===== src/design/atti_pkg.sv =====
`default_nettype none

package atti_pkg;

    // Table geometry and field widths
    localparam int TABLE_DEPTH = 16;
    localparam int ADC_BITS    = 12;
    localparam int TEMP_W      = 16;
    localparam int TBL_AW      = (TABLE_DEPTH > 1) ? $clog2(TABLE_DEPTH) : 1;
    localparam int ENTRY_W     = ADC_BITS + TEMP_W;
    localparam int IDX_W       = 4;
    localparam int CNT_W       = 5;
    localparam int CFG_DATA_W  = 12;

    // Interpolation arithmetic: temp * adc difference, two products summed
    localparam int DIFF_W = ADC_BITS + 1;
    localparam int PROD_W = TEMP_W + DIFF_W;
    localparam int NUM_W  = TEMP_W + ADC_BITS + 2;
    localparam int MAG_W  = NUM_W - 1;

    // Configuration register indexes
    localparam logic CFG_ADC_TOLERANCE  = 1'b0;
    localparam logic CFG_ENTRIES_IN_USE = 1'b1;

    // Operation codes
    localparam logic OP_CONVERT = 1'b0;
    localparam logic OP_LOAD    = 1'b1;

    // Result status codes
    localparam logic [1:0] STATUS_OK    = 2'd0;
    localparam logic [1:0] STATUS_OPEN  = 2'd1;
    localparam logic [1:0] STATUS_SHORT = 2'd2;

    // Request to the bit-serial divider
    typedef struct packed {
        logic                start;
        logic [MAG_W-1:0]    dividend;
        logic [ADC_BITS-1:0] divisor;
    } div_req_t;

    // Response from the bit-serial divider
    typedef struct packed {
        logic             done;
        logic [MAG_W-1:0] quotient;
    } div_rsp_t;

endpackage

`default_nettype wire


===== src/design/adc_temperature_table_interpolator_core.sv =====
`default_nettype none

// Load transactions: one per cycle while no convert holds the input, no result, input never stalled by a load.
// Convert transactions end in an open or low clamp result after the first entry, a short or
// high clamp result after the last entry, or an interpolation after a table scan of
// k = 1 .. entries-1 steps and a wait on the bit-serial divider;
// input is stalled until the result is in the output register, so one convert at a time.
// Reset (asynchronous, active low) clears control and configuration only; table RAM undefined.
module adc_temperature_table_interpolator_core (
    input  wire logic                            clk,
    input  wire logic                            rst_n,
    // Input channel
    input  wire logic                            in_valid,
    output logic                                 in_stall,
    input  wire logic                            opcode,
    input  wire logic [atti_pkg::ADC_BITS-1:0]   adc_reading,
    input  wire logic [atti_pkg::IDX_W-1:0]      entry_index,
    input  wire logic [atti_pkg::ADC_BITS-1:0]   entry_adc,
    input  wire logic signed [atti_pkg::TEMP_W-1:0] entry_temp,
    // Output channel
    output logic                                 out_valid,
    input  wire logic                            out_stall,
    output logic signed [atti_pkg::TEMP_W-1:0]   temperature,
    output logic [1:0]                           status,
    // Configuration write channel
    input  wire logic                            cfg_valid,
    output logic                                 cfg_ready,
    input  wire logic                            cfg_index,
    input  wire logic [atti_pkg::CFG_DATA_W-1:0] cfg_data
);

    localparam logic [3:0] S_IDLE  = 4'd0;
    localparam logic [3:0] S_FIRST = 4'd1;
    localparam logic [3:0] S_LAST  = 4'd2;
    localparam logic [3:0] S_SCAN  = 4'd3;
    localparam logic [3:0] S_MUL1  = 4'd4;
    localparam logic [3:0] S_MUL2  = 4'd5;
    localparam logic [3:0] S_DIVGO = 4'd6;
    localparam logic [3:0] S_DIVW  = 4'd7;
    localparam logic [3:0] S_DONE  = 4'd8;

    localparam int AW = atti_pkg::TBL_AW;
    localparam int AB = atti_pkg::ADC_BITS;
    localparam int TW = atti_pkg::TEMP_W;

    logic [3:0]                  state_reg, state_next;
    logic [AB-1:0]               tol_reg;
    logic [atti_pkg::CNT_W-1:0]  entries_reg;
    logic [AB-1:0]               reading_reg, reading_next;
    logic [AW-1:0]               idx_reg, idx_next;
    logic [AB-1:0]               prev_adc_reg, prev_adc_next;
    logic signed [TW-1:0]        prev_temp_reg, prev_temp_next;
    logic [AB-1:0]               next_adc_reg, next_adc_next;
    logic signed [TW-1:0]        next_temp_reg, next_temp_next;
    logic signed [atti_pkg::NUM_W-1:0] acc_reg, acc_next;
    logic                        neg_reg, neg_next;
    logic signed [TW-1:0]        res_temp_reg, res_temp_next;
    logic [1:0]                  res_status_reg, res_status_next;
    logic                        out_valid_reg, out_valid_next;
    logic signed [TW-1:0]        out_temp_reg, out_temp_next;
    logic [1:0]                  out_status_reg, out_status_next;

    logic                        in_acc;
    logic                        out_free;
    logic                        ram_we;
    logic [AW-1:0]               ram_wa;
    logic [AW-1:0]               ram_ra;
    logic [atti_pkg::ENTRY_W-1:0] ram_wd;
    logic [atti_pkg::ENTRY_W-1:0] ram_rd;
    logic [AB-1:0]               rd_adc;
    logic signed [TW-1:0]        rd_temp;
    logic [AW-1:0]               last_idx;
    logic [AB:0]                 rd_plus_tol;
    logic [AB:0]                 last_plus_tol;
    logic signed [TW-1:0]        mul_a;
    logic signed [atti_pkg::DIFF_W-1:0] mul_b;
    logic signed [atti_pkg::PROD_W-1:0] prod;
    logic [atti_pkg::MAG_W-1:0]  acc_mag;
    logic [atti_pkg::MAG_W-1:0]  quo_signed;
    atti_pkg::div_req_t          div_req;
    atti_pkg::div_rsp_t          div_rsp;

    // Handshakes
    assign in_stall  = (state_reg != S_IDLE);
    assign in_acc    = in_valid && !in_stall;
    assign out_free  = !out_valid_reg || !out_stall;
    assign cfg_ready = 1'b1;

    // Configuration registers
    always_ff @(posedge clk or negedge rst_n)
    begin
        if (!rst_n)
        begin
            tol_reg     <= '0;
            entries_reg <= atti_pkg::CNT_W'(2);
        end
        else if (cfg_valid && cfg_ready)
        begin
            unique case (cfg_index)
                atti_pkg::CFG_ADC_TOLERANCE:  tol_reg     <= cfg_data[AB-1:0];
                atti_pkg::CFG_ENTRIES_IN_USE: entries_reg <= cfg_data[atti_pkg::CNT_W-1:0];
            endcase
        end
    end

    // Index of the last active entry, entry count clamped to the table
    always_comb
    begin
        priority if (entries_reg < atti_pkg::CNT_W'(2))
            last_idx = AW'(1);
        else if (32'(entries_reg) > atti_pkg::TABLE_DEPTH)
            last_idx = AW'(atti_pkg::TABLE_DEPTH - 1);
        else
            last_idx = AW'(entries_reg - 1'b1);
    end

    // Calibration table
    assign ram_we = in_acc && (opcode == atti_pkg::OP_LOAD)
                    && (32'(entry_index) < atti_pkg::TABLE_DEPTH);
    assign ram_wa = AW'(entry_index);
    assign ram_wd = {entry_adc, entry_temp};

    always_comb
    begin
        unique case (state_reg)
            S_FIRST: ram_ra = last_idx;
            S_LAST:  ram_ra = AW'(1);
            S_SCAN:  ram_ra = idx_reg + 1'b1;
            default: ram_ra = '0;
        endcase
    end

    atti_ram #(
        .WIDTH (atti_pkg::ENTRY_W),
        .DEPTH (atti_pkg::TABLE_DEPTH)
    ) u_table (
        .clk     (clk),
        .wr_en   (ram_we),
        .wr_addr (ram_wa),
        .wr_data (ram_wd),
        .rd_addr (ram_ra),
        .rd_data (ram_rd)
    );

    assign rd_adc  = ram_rd[TW +: AB];
    assign rd_temp = ram_rd[TW-1:0];

    // Band edge sums, one bit wider than the ADC range
    assign rd_plus_tol   = {1'b0, reading_reg} + {1'b0, tol_reg};
    assign last_plus_tol = {1'b0, rd_adc} + {1'b0, tol_reg};

    // Shared multiplier: temperature times ADC distance
    assign mul_a = (state_reg == S_MUL1) ? prev_temp_reg : next_temp_reg;
    assign mul_b = (state_reg == S_MUL1)
                   ? $signed({1'b0, next_adc_reg}) - $signed({1'b0, reading_reg})
                   : $signed({1'b0, reading_reg}) - $signed({1'b0, prev_adc_reg});
    assign prod  = mul_a * mul_b;

    // Divider operands: magnitude of the numerator, positive span
    assign acc_mag = acc_reg[atti_pkg::NUM_W-1]
                     ? atti_pkg::MAG_W'(-acc_reg) : atti_pkg::MAG_W'(acc_reg);
    assign div_req.start    = (state_reg == S_DIVGO);
    assign div_req.dividend = acc_mag;
    assign div_req.divisor  = next_adc_reg - prev_adc_reg;

    atti_div u_div (
        .clk   (clk),
        .rst_n (rst_n),
        .req   (div_req),
        .rsp   (div_rsp)
    );

    // Quotient sign restored, truncated toward zero
    assign quo_signed = neg_reg ? (~div_rsp.quotient + 1'b1) : div_rsp.quotient;

    // Sequencer
    always_comb
    begin
        state_next      = state_reg;
        reading_next    = reading_reg;
        idx_next        = idx_reg;
        prev_adc_next   = prev_adc_reg;
        prev_temp_next  = prev_temp_reg;
        next_adc_next   = next_adc_reg;
        next_temp_next  = next_temp_reg;
        acc_next        = acc_reg;
        neg_next        = neg_reg;
        res_temp_next   = res_temp_reg;
        res_status_next = res_status_reg;
        out_valid_next  = out_valid_reg && out_stall;
        out_temp_next   = out_temp_reg;
        out_status_next = out_status_reg;

        unique case (state_reg)
            S_IDLE:
            begin
                if (in_acc && (opcode == atti_pkg::OP_CONVERT))
                begin
                    reading_next = adc_reading;
                    state_next   = S_FIRST;
                end
            end
            S_FIRST:
            begin
                // First entry: open check, then low clamp
                prev_adc_next  = rd_adc;
                prev_temp_next = rd_temp;
                res_temp_next  = '0;
                res_status_next = atti_pkg::STATUS_OK;
                if (rd_plus_tol < {1'b0, rd_adc})
                begin
                    res_status_next = atti_pkg::STATUS_OPEN;
                    state_next      = S_DONE;
                end
                else if (reading_reg <= rd_adc)
                begin
                    res_temp_next = rd_temp;
                    state_next    = S_DONE;
                end
                else
                begin
                    state_next = S_LAST;
                end
            end
            S_LAST:
            begin
                // Last entry: short check, then high clamp
                idx_next = AW'(1);
                if ({1'b0, reading_reg} > last_plus_tol)
                begin
                    res_status_next = atti_pkg::STATUS_SHORT;
                    state_next      = S_DONE;
                end
                else if (reading_reg >= rd_adc)
                begin
                    res_temp_next = rd_temp;
                    state_next    = S_DONE;
                end
                else
                begin
                    state_next = S_SCAN;
                end
            end
            S_SCAN:
            begin
                // Stop at the first entry above the reading, or at the last
                if ((reading_reg < rd_adc) || (idx_reg == last_idx))
                begin
                    next_adc_next  = rd_adc;
                    next_temp_next = rd_temp;
                    state_next     = S_MUL1;
                end
                else
                begin
                    prev_adc_next  = rd_adc;
                    prev_temp_next = rd_temp;
                    idx_next       = idx_reg + 1'b1;
                end
            end
            S_MUL1:
            begin
                acc_next   = atti_pkg::NUM_W'(prod);
                state_next = S_MUL2;
            end
            S_MUL2:
            begin
                acc_next   = acc_reg + atti_pkg::NUM_W'(prod);
                state_next = S_DIVGO;
            end
            S_DIVGO:
            begin
                neg_next   = acc_reg[atti_pkg::NUM_W-1];
                state_next = S_DIVW;
            end
            S_DIVW:
            begin
                if (div_rsp.done)
                begin
                    res_temp_next = TW'(quo_signed);
                    state_next    = S_DONE;
                end
            end
            S_DONE:
            begin
                // Hand the result to the output register once it is free
                if (out_free)
                begin
                    out_valid_next  = 1'b1;
                    out_temp_next   = res_temp_reg;
                    out_status_next = res_status_reg;
                    state_next      = S_IDLE;
                end
            end
            default:
            begin
                state_next = S_IDLE;
            end
        endcase
    end

    // Control state
    always_ff @(posedge clk or negedge rst_n)
    begin
        if (!rst_n)
        begin
            state_reg     <= S_IDLE;
            out_valid_reg <= 1'b0;
        end
        else
        begin
            state_reg     <= state_next;
            out_valid_reg <= out_valid_next;
        end
    end

    // Datapath registers
    always_ff @(posedge clk)
    begin
        reading_reg    <= reading_next;
        idx_reg        <= idx_next;
        prev_adc_reg   <= prev_adc_next;
        prev_temp_reg  <= prev_temp_next;
        next_adc_reg   <= next_adc_next;
        next_temp_reg  <= next_temp_next;
        acc_reg        <= acc_next;
        neg_reg        <= neg_next;
        res_temp_reg   <= res_temp_next;
        res_status_reg <= res_status_next;
        out_temp_reg   <= out_temp_next;
        out_status_reg <= out_status_next;
    end

    assign out_valid   = out_valid_reg;
    assign temperature = out_temp_reg;
    assign status      = out_status_reg;

endmodule

`default_nettype wire


===== src/design/atti_ram.sv =====
`default_nettype none

module atti_ram #(
    parameter int WIDTH = 8,
    parameter int DEPTH = 16
) (
    input  wire logic                                       clk,
    input  wire logic                                       wr_en,
    input  wire logic [((DEPTH > 1) ? $clog2(DEPTH) : 1)-1:0] wr_addr,
    input  wire logic [WIDTH-1:0]                           wr_data,
    input  wire logic [((DEPTH > 1) ? $clog2(DEPTH) : 1)-1:0] rd_addr,
    output logic      [WIDTH-1:0]                           rd_data
);

    logic [WIDTH-1:0] mem [DEPTH];

    // One write port, registered read port
    always_ff @(posedge clk)
    begin
        if (wr_en)
        begin
            mem[wr_addr] <= wr_data;
        end
        rd_data <= mem[rd_addr];
    end

endmodule

`default_nettype wire


===== src/design/atti_div.sv =====
`default_nettype none

module atti_div (
    input  wire logic              clk,
    input  wire logic              rst_n,
    input  wire atti_pkg::div_req_t req,
    output atti_pkg::div_rsp_t      rsp
);

    localparam int DCNT_W = $clog2(atti_pkg::MAG_W + 1);

    logic                          busy_reg, busy_next;
    logic                          done_reg, done_next;
    logic [DCNT_W-1:0]             cnt_reg, cnt_next;
    logic [atti_pkg::MAG_W-1:0]    quo_reg, quo_next;
    logic [atti_pkg::ADC_BITS-1:0] rem_reg, rem_next;
    logic [atti_pkg::ADC_BITS-1:0] dvs_reg, dvs_next;
    logic [atti_pkg::ADC_BITS:0]   trial;
    logic                          fits;

    // Restoring division, one quotient bit per cycle
    assign trial = {rem_reg, quo_reg[atti_pkg::MAG_W-1]};
    assign fits  = (trial >= {1'b0, dvs_reg});

    always_comb
    begin
        busy_next = busy_reg;
        done_next = 1'b0;
        cnt_next  = cnt_reg;
        quo_next  = quo_reg;
        rem_next  = rem_reg;
        dvs_next  = dvs_reg;
        if (req.start)
        begin
            busy_next = 1'b1;
            cnt_next  = DCNT_W'(atti_pkg::MAG_W);
            quo_next  = req.dividend;
            rem_next  = '0;
            dvs_next  = req.divisor;
        end
        else if (busy_reg)
        begin
            rem_next = fits ? atti_pkg::ADC_BITS'(trial - {1'b0, dvs_reg})
                            : atti_pkg::ADC_BITS'(trial);
            quo_next = {quo_reg[atti_pkg::MAG_W-2:0], fits};
            cnt_next = cnt_reg - 1'b1;
            if (cnt_reg == DCNT_W'(1))
            begin
                busy_next = 1'b0;
                done_next = 1'b1;
            end
        end
    end

    // Control state
    always_ff @(posedge clk or negedge rst_n)
    begin
        if (!rst_n)
        begin
            busy_reg <= 1'b0;
            done_reg <= 1'b0;
            cnt_reg  <= '0;
        end
        else
        begin
            busy_reg <= busy_next;
            done_reg <= done_next;
            cnt_reg  <= cnt_next;
        end
    end

    // Datapath
    always_ff @(posedge clk)
    begin
        quo_reg <= quo_next;
        rem_reg <= rem_next;
        dvs_reg <= dvs_next;
    end

    assign rsp.done     = done_reg;
    assign rsp.quotient = quo_reg;

endmodule

`default_nettype wire


===== config.mk =====
export PLATFORM = sky130hd
export DESIGN_NAME = adc_temperature_table_interpolator_core
export DESIGN_NICKNAME = d
export VERILOG_FILES = /design/src/design/atti_pkg.sv /design/src/design/adc_temperature_table_interpolator_core.sv /design/src/design/atti_ram.sv /design/src/design/atti_div.sv
export SDC_FILE = /design/constraint.sdc
export NUM_CORES = 2
export LEC_CHECK = 0
export ABC_AREA = 1
export BUFFER_PORTS_ARGS = -buffer_cell sky130_fd_sc_hd__buf_2
export CORE_MARGIN = 2
export CORE_UTILIZATION = 30
export CTS_CLUSTER_DIAMETER = 80
export DETAILED_ROUTE_END_ITERATION = 8
export PLACE_DENSITY_LB_ADDON = 0.12
export SYNTH_ARGS = -nofsm -noshare
export SYNTH_HDL_FRONTEND = slang
export SYNTH_HIERARCHICAL = 1
export SYNTH_SLANG_ARGS = --single-unit

===== constraint.sdc =====
create_clock -name clk -period 10.49 [get_ports clk]
set_input_delay 0.5245 -clock clk [delete_from_list [all_inputs] [get_ports clk]]
set_output_delay 0.5245 -clock clk [all_outputs]
set_load 0.05 [all_outputs]

# Yosys cells after proc, flatten, opt, wreduce, memory -nomap -nowiden
# Memory sizes are Yosys's and may differ from the RTL's. A register that Yosys moved wholly into a read port is not among the register bits.
# Cells that the tools add are included.
word_totals:
  register_bits: 221
  mem_bits_rw: 448
  word_cells: 139
  mem_count: 1
op_classes:
  addsub: 12
  mul: 1
  order_cmp: 8
  n_eq_ne: 18
  muxes: 47
  bitwise: 3
  n_reduce_logical: 27
mem_list:
  columns: ["memory", "depth", "word_bits", "rd", "rd_clocked_by_memory_dff", "write_ports", "line", "text"]
  rows:
  - ["u_table.mem", 16, 28, 1, 1, 1, "atti_ram.sv:15", "logic [WIDTH-1:0] mem [DEPTH];"]
ops:
  columns: ["cell", "count"]
  rows:
  - ["two-way mux 16 bit", 8]
  - ["two-way mux 29 bit", 3]
  - ["one-hot mux 30 bit (2 select lines)", 1]
  - ["one-hot mux 16 bit (3 select lines)", 1]
  - ["two-way mux 4 bit", 11]
  - ["one-hot mux 4 bit (9 select lines)", 1]
  - ["one-hot mux 16 bit (2 select lines)", 1]
  - ["adder 30 x 29 -> 30 bit", 1]
  - ["multiplier 16 x 13 -> 29 bit", 1]
  - ["negator 29 bit", 1]
  - ["adder 12 x 12 -> 13 bit", 2]
  - ["subtractor 12 x 12 -> 13 bit", 2]
  - ["two-way mux 12 bit", 2]
  - ["one-hot mux 12 bit (2 select lines)", 1]
  - ["subtractor 12 bit", 2]
  - ["adder 16 x 1 -> 16 bit (second input constant)", 1]
  - ["equality test 4 x 3 -> 1 bit (second input constant)", 4]
  - ["NOT 16 bit", 1]
  - ["AND reduction 2 bit", 8]
  - ["!= test 2 bit (second input constant)", 7]
  - [">= comparator 13 x 12 -> 1 bit", 1]
  - ["greater-than comparator 12 x 13 -> 1 bit", 1]
  - ["< comparator 13 x 12 -> 1 bit", 1]
  - ["two-way mux 13 bit", 1]
  - ["other kinds (29)", 53]

# Longest topological paths before layout
logic_depth:
  word_depth: 7
  depth_mapped: 50
  ltp_nobuf: 50

# Hierarchy
# The synthesis kept the hierarchy.
by_module_without_submodules:
  columns: ["mod", "instances", "cells_per_inst", "area_per_inst_um2"]
  rows:
  - ["adc_temperature_table_interpolator_core", 1, 2465, 20385.8]
  - ["atti_ram", 1, 1858, 19782.7]
  - ["atti_div", 1, 408, 3314.4]

# Worst setup path after synthesis
# No wires, ideal clock.
synth_timing:
  kind: "register to register"
  start: "register reading_reg[0]"
  end: "register acc_reg[19] (netlist bit), data pin"
  setup_time_ps: 254
  t_arrival_ps: 7778
  required_time_ps: 10236
  slack_ps: 2458
  stages_incl_launch_ff: 38
  cell_sequence: "edfxtp_1 ha_1 fa_1 o31ai_1 nand2_1 nand2_1 xor2_1 inv_1 o21ai_4 inv_2 nand2_1 fa_1 fa_1 inv_1 fa_1 fa_1 fa_1 inv_1 (+2 left out) ha_1 a21o_1 o21ai_0 o211ai_1 a21oi_1 inv_1 or2_0 and2_1 ha_1 nand2_1 inv_1 a21oi_1 o21ai_0 a21oi_1 nand2_1 or2_2 nand3_1 nand2_1"
synth_via:
  elab_chain_len: 5
  word_cells_on_any_way: 6
  cone_classes: "3 x add/sub; 1 x mul; 2 x mux"
synth_rtl:
  columns: ["item", "line", "text"]
  rows:
  - ["from (decl)", "adc_temperature_table_interpolator_core.sv:49", "logic [AB-1:0] reading_reg, reading_next;"]
  - ["from (signal assigned)", "adc_temperature_table_interpolator_core.sv:319", "reading_reg <= reading_next;"]
  - ["subtractor 12 x 12 -> 13 bit, on equally long branches", "adc_temperature_table_interpolator_core.sv:156, adc_temperature_table_interpolator_core.sv:155", null]
  - ["two-way mux 13 bit *", "adc_temperature_table_interpolator_core.sv:155", "? $signed({1'b0, next_adc_reg}) - $signed({1'b0, reading_reg})"]
  - ["multiplier 16 x 13 -> 29 bit *", "adc_temperature_table_interpolator_core.sv:157", "assign prod = mul_a * mul_b;"]
  - ["adder 30 x 29 -> 30 bit", "adc_temperature_table_interpolator_core.sv:267", "acc_next = acc_reg + atti_pkg::NUM_W'(prod);"]
  - ["one-hot mux 30 bit (2 select lines) *", "adc_temperature_table_interpolator_core.sv:194", "unique case (state_reg)"]
  - ["via acc_next (one bit)", "adc_temperature_table_interpolator_core.sv:55", "logic signed [atti_pkg::NUM_W-1:0] acc_reg, acc_next;"]
  - ["to (signal assigned)", "adc_temperature_table_interpolator_core.sv:325", "acc_reg <= acc_next;"]
  - ["to (decl)", "adc_temperature_table_interpolator_core.sv:55", null]
# Mark *: on every way through the listed nets, which the timed path passes. The rest lies on a longest branch.
# A chain may end at the register's enable or synchronous reset.

# Worst setup path after layout
layout_timing:
  start: "register state_reg[1]"
  end: "register acc_reg[29] (netlist bit), data pin"
layout_via:
  elab_chain_len: 5
  word_cells_on_any_way: 7
  cone_classes: "1 x add/sub; 1 x mul; 2 x eq/ne; 3 x mux"
layout_rtl:
  columns: ["item", "line", "text"]
  rows:
  - ["from (decl)", "adc_temperature_table_interpolator_core.sv:46", "logic [3:0] state_reg, state_next;"]
  - ["from (signal assigned)", "adc_temperature_table_interpolator_core.sv:311", "state_reg <= state_next;"]
  - ["equality test 4 x 3 -> 1 bit", "adc_temperature_table_interpolator_core.sv:153, adc_temperature_table_interpolator_core.sv:154, adc_temperature_table_interpolator_core.sv:194", null]
  - ["two-way mux 16 bit or two-way mux 13 bit (tied branches)", "adc_temperature_table_interpolator_core.sv:153, adc_temperature_table_interpolator_core.sv:155", null]
  - ["multiplier 16 x 13 -> 29 bit", "adc_temperature_table_interpolator_core.sv:157", null]
  - ["adder 30 x 29 -> 30 bit", "adc_temperature_table_interpolator_core.sv:267", null]
  - ["one-hot mux 30 bit (2 select lines) *", "adc_temperature_table_interpolator_core.sv:194", null]
  - ["via acc_next (one bit)", "adc_temperature_table_interpolator_core.sv:55", null]
# Marks and branches as above.

==> out/results.tsv <==
metric	value	unit
status	finished, final reports clean	
ys async rst share	0.04161	
R2R setup slack	0.80	ns
# DRC	0	
Fin. Hold Viols	0	
Critical-path top delay cell	fa_1	
clk_skew	0.03655	ns
Clock Tree Buf Depth	3	
post-synthesis instance total	4731	
Initial Util	0.3027	
delay-heaviest family, CP	adder cells	
Die Y	384.7	um
GRT Total Usage	0.1800	
largest fanout on the critical path	30	
clock latency on the worst-skew pair	0.68	ns
detailed placer's ending HPWL	90960	um
setup tns final	0	ns
Area Overhead vs Synth	12.35	%
initial antenna violation count	13	
fill count	15010	
Die Footprint	148000	sq um
Buf/Inv on CP	7	
CP endpoint kind	register	
final worst-path cycle share	0.9239	
DRT Pass-1 Iters	5	
Hold Startpoint	adc_reading[4]	
Slew HR	0.2500	
Worst Hold End	reading_reg[4]	
Synth warnings	6	
hold path depth	1	
total number of vias	31300	
Worst-Margin Slew	1.125	ns
GRT overflow	0	
H-tree depth	3	
vias in the first global route	31560	
crit path kind	register to register	
CTS tree	built	
max reg flops	448	
syn avg cell area	9.191	sq um
worst r2r src	state_reg[1]	
Avg WL per Cell	19.46	um
CTS root buf	clkbuf_16	
clock-pin transition on the worst setup and hold timing paths	0.06	ns
Final min period	9.692	ns
RSZ-0062 raised after global routing	false	
Worst EP required	10.92	ns
core area	143700	sq um
Hold/Removal Path Class	input port to register	
Post-synth EDFFs	628	
Port-buffer cells	82	
CP startpoint kind	register	
setup violators final	0	
largest net degree at the start of global routing	114	
fin. max-slew vios	0	
Routability Congestion	0.8982	
Ports	84	
final net count	5300	
Post-Syn Area	43480	sq um
slowest stage delay, CP	0.94	ns
register area share after synthesis	0.4688	
R2R cell count	32	
Vias/cell	4.608	
ratio of cells with drive above 1 in the final layout	0.07875	
net count after synthesis	5213	
initial DRC count	1868	
CP arrival	10.12	ns
Max Clock Freq	103.2	MHz
Resize count post-CTS	0	
# rows	139	
Detailed Route WL	132200	um
hold_ws	0.08227	ns
post-route ant nets	0	
Seq cells post-synth	697	
Worst R2R End	acc_reg[29]	
first-pass GRT wire length	199700	um
Yosys cell types	68	
Synth Flop Type	edfxtp_1	
die width	384.7	um
total CTS buffers	87	
number of max-cap violations	0	
clk sinks	697	
-- synthesized netlist by cell type, types with 3 or more instances --
master,number,share of area
nand2_1,1250,0.11
inv_1,830,0.072
edfxtp_1,628,0.43
nand3_1,459,0.053
nor2_1,263,0.023
ha_1,216,0.062
fa_1,203,0.093
a21oi_1,156,0.018
o21ai_0,96,0.011
xor2_1,66,0.013
buf_2,55,0.0063
xnor2_1,47,0.0095
dfxtp_1,40,0.018
nand4_1,35,0.0050
buf_4,33,0.0057
nor3_1,31,0.0036
clkbuf_1,30,0.0026
dfrtp_1,28,0.016
inv_2,23,0.0020
o21ai_1,23,0.0026
nor2_2,16,0.0023
o22ai_1,14,0.0020
o21ai_2,13,0.0026
o21bai_1,13,0.0022
buf_1,12,0.0010
a21o_1,11,0.0019
nand3b_1,11,0.0019
o21ai_4,11,0.0041
a31oi_1,10,0.0014
buf_6,9,0.0023
nand3_2,8,0.0018
o21a_1,8,0.0014
mux2_2,7,0.0018
nand2_2,7,0.0010
nor4_1,7,0.0010
and2_1,5,0.00072
o31ai_1,5,0.00086
or2_1,5,0.00072
or2_0,4,0.00058
a21boi_0,3,0.00052
a21oi_2,3,0.00060
nor3_2,3,0.00069
or2_2,3,0.00043
-- placed cells by master, fill, tap and decap left out, types with 13 or more instances in the layout --
cell and n:
o21ai_1 23, buf_4 48, clkbuf_1 29, nor2_4 18
nor2_1 245, nand2_1 1250, o21ai_0 95, nand4_1 35
clkbuf_16 88, fa_1 203, inv_2 23, buf_2 82
inv_1 829, nor3_1 28, ha_1 216, xnor2_1 47
o21ai_2 13, nand3_1 459, nor2_2 17, dfxtp_1 40
a21oi_1 155, dfrtp_1 28, edfxtp_1 628, xor2_1 66
-- worst register-to-register path: cells and delay by family, from the launching register on --
family	cells	cell delay, ns
AND/OR/NAND/NOR	16	2.97
adder cells (fa/ha/maj)	8	4.33
AO/OA/AOI/OAI	1	0.77
flip-flops	1	0.47
buffers and inverters	7	0.91
-- cell families after synthesis --
| family | after synthesis | synth area share |
|---|---|---|
| AOI/OAI and AO/OA | 383 | 0.05320 |
| xor gates and xnor gates | 113 | 0.02276 |
| muxes | 7 | 0.001813 |
| adders and majority gates | 419 | 0.1556 |
| buffers and inverters | 996 | 0.09234 |
| DFF | 697 | 0.4688 |
| and+or+nand+nor | 2115 | 0.2054 |
| other | 1 | 0.00008624 |
-- layer usage --
metal,vias to the layer above,GRT usage,part of all wire
li1,15430,-,-
met1,15180,0.2406,0.46
met2,507,0.3073,0.48
met3,168,0.02498,0.037
met4,16,0.04282,0.020
met5,-,0,0.00080
-- per-stage QoR --
stage	setup WS (ns)	util	area, sq um	std cells
6_report	0.7981	0.3401	48850	6793
5_1_grt	0.05767	0.3400	48850	6792
4_1_cts	0.7632	0.3400	48850	6792
3_5_place_dp	0.7864	0.3207	46070	6625
3_3_place_gp	0.6642	0.3207	46070	6625
2_1_floorplan	2.458	-	43480	4731
-- how the worst max path moves through the flow --
stage                    from  cells past startpoint  slack, ns          end
3_3_place_gp     state_reg[1]                     32       0.66  acc_reg[29]
5_1_grt          state_reg[1]                     32       0.06  acc_reg[29]
6_report         state_reg[1]                     32       0.80  acc_reg[29]
4_1_cts          state_reg[1]                     32       0.76  acc_reg[29]
3_5_place_dp     state_reg[1]                     32       0.79  acc_reg[29]
2_1_floorplan  reading_reg[0]                     37       2.46  acc_reg[19]
-- layout make-up --
cell class | count | area (sq um) | share of cell area
Antenna cell | 1 | 2.502 | 0.00005122
Sequential cell | 697 | 20390 | 0.4173
Multi-Input combinational cell | 3038 | 19290 | 0.3948
Clock inverter | 38 | 330.3 | 0.006762
Timing Repair Buffer | 138 | 860.8 | 0.01762
Inverter | 856 | 3223 | 0.06598
Clock buffer | 122 | 2380 | 0.04871
Tap cell | 1903 | 2381 | 0.04874
-- timing repair --
item                                   4_1_cts  5_1_grt
endpoints found under the hold margin       34        0
buffers inserted                             0        0
hold buffers                                 7        0
Power is not shown: default switching activity piles up to over one toggle a cycle in this logic, so the estimate is an artifact.
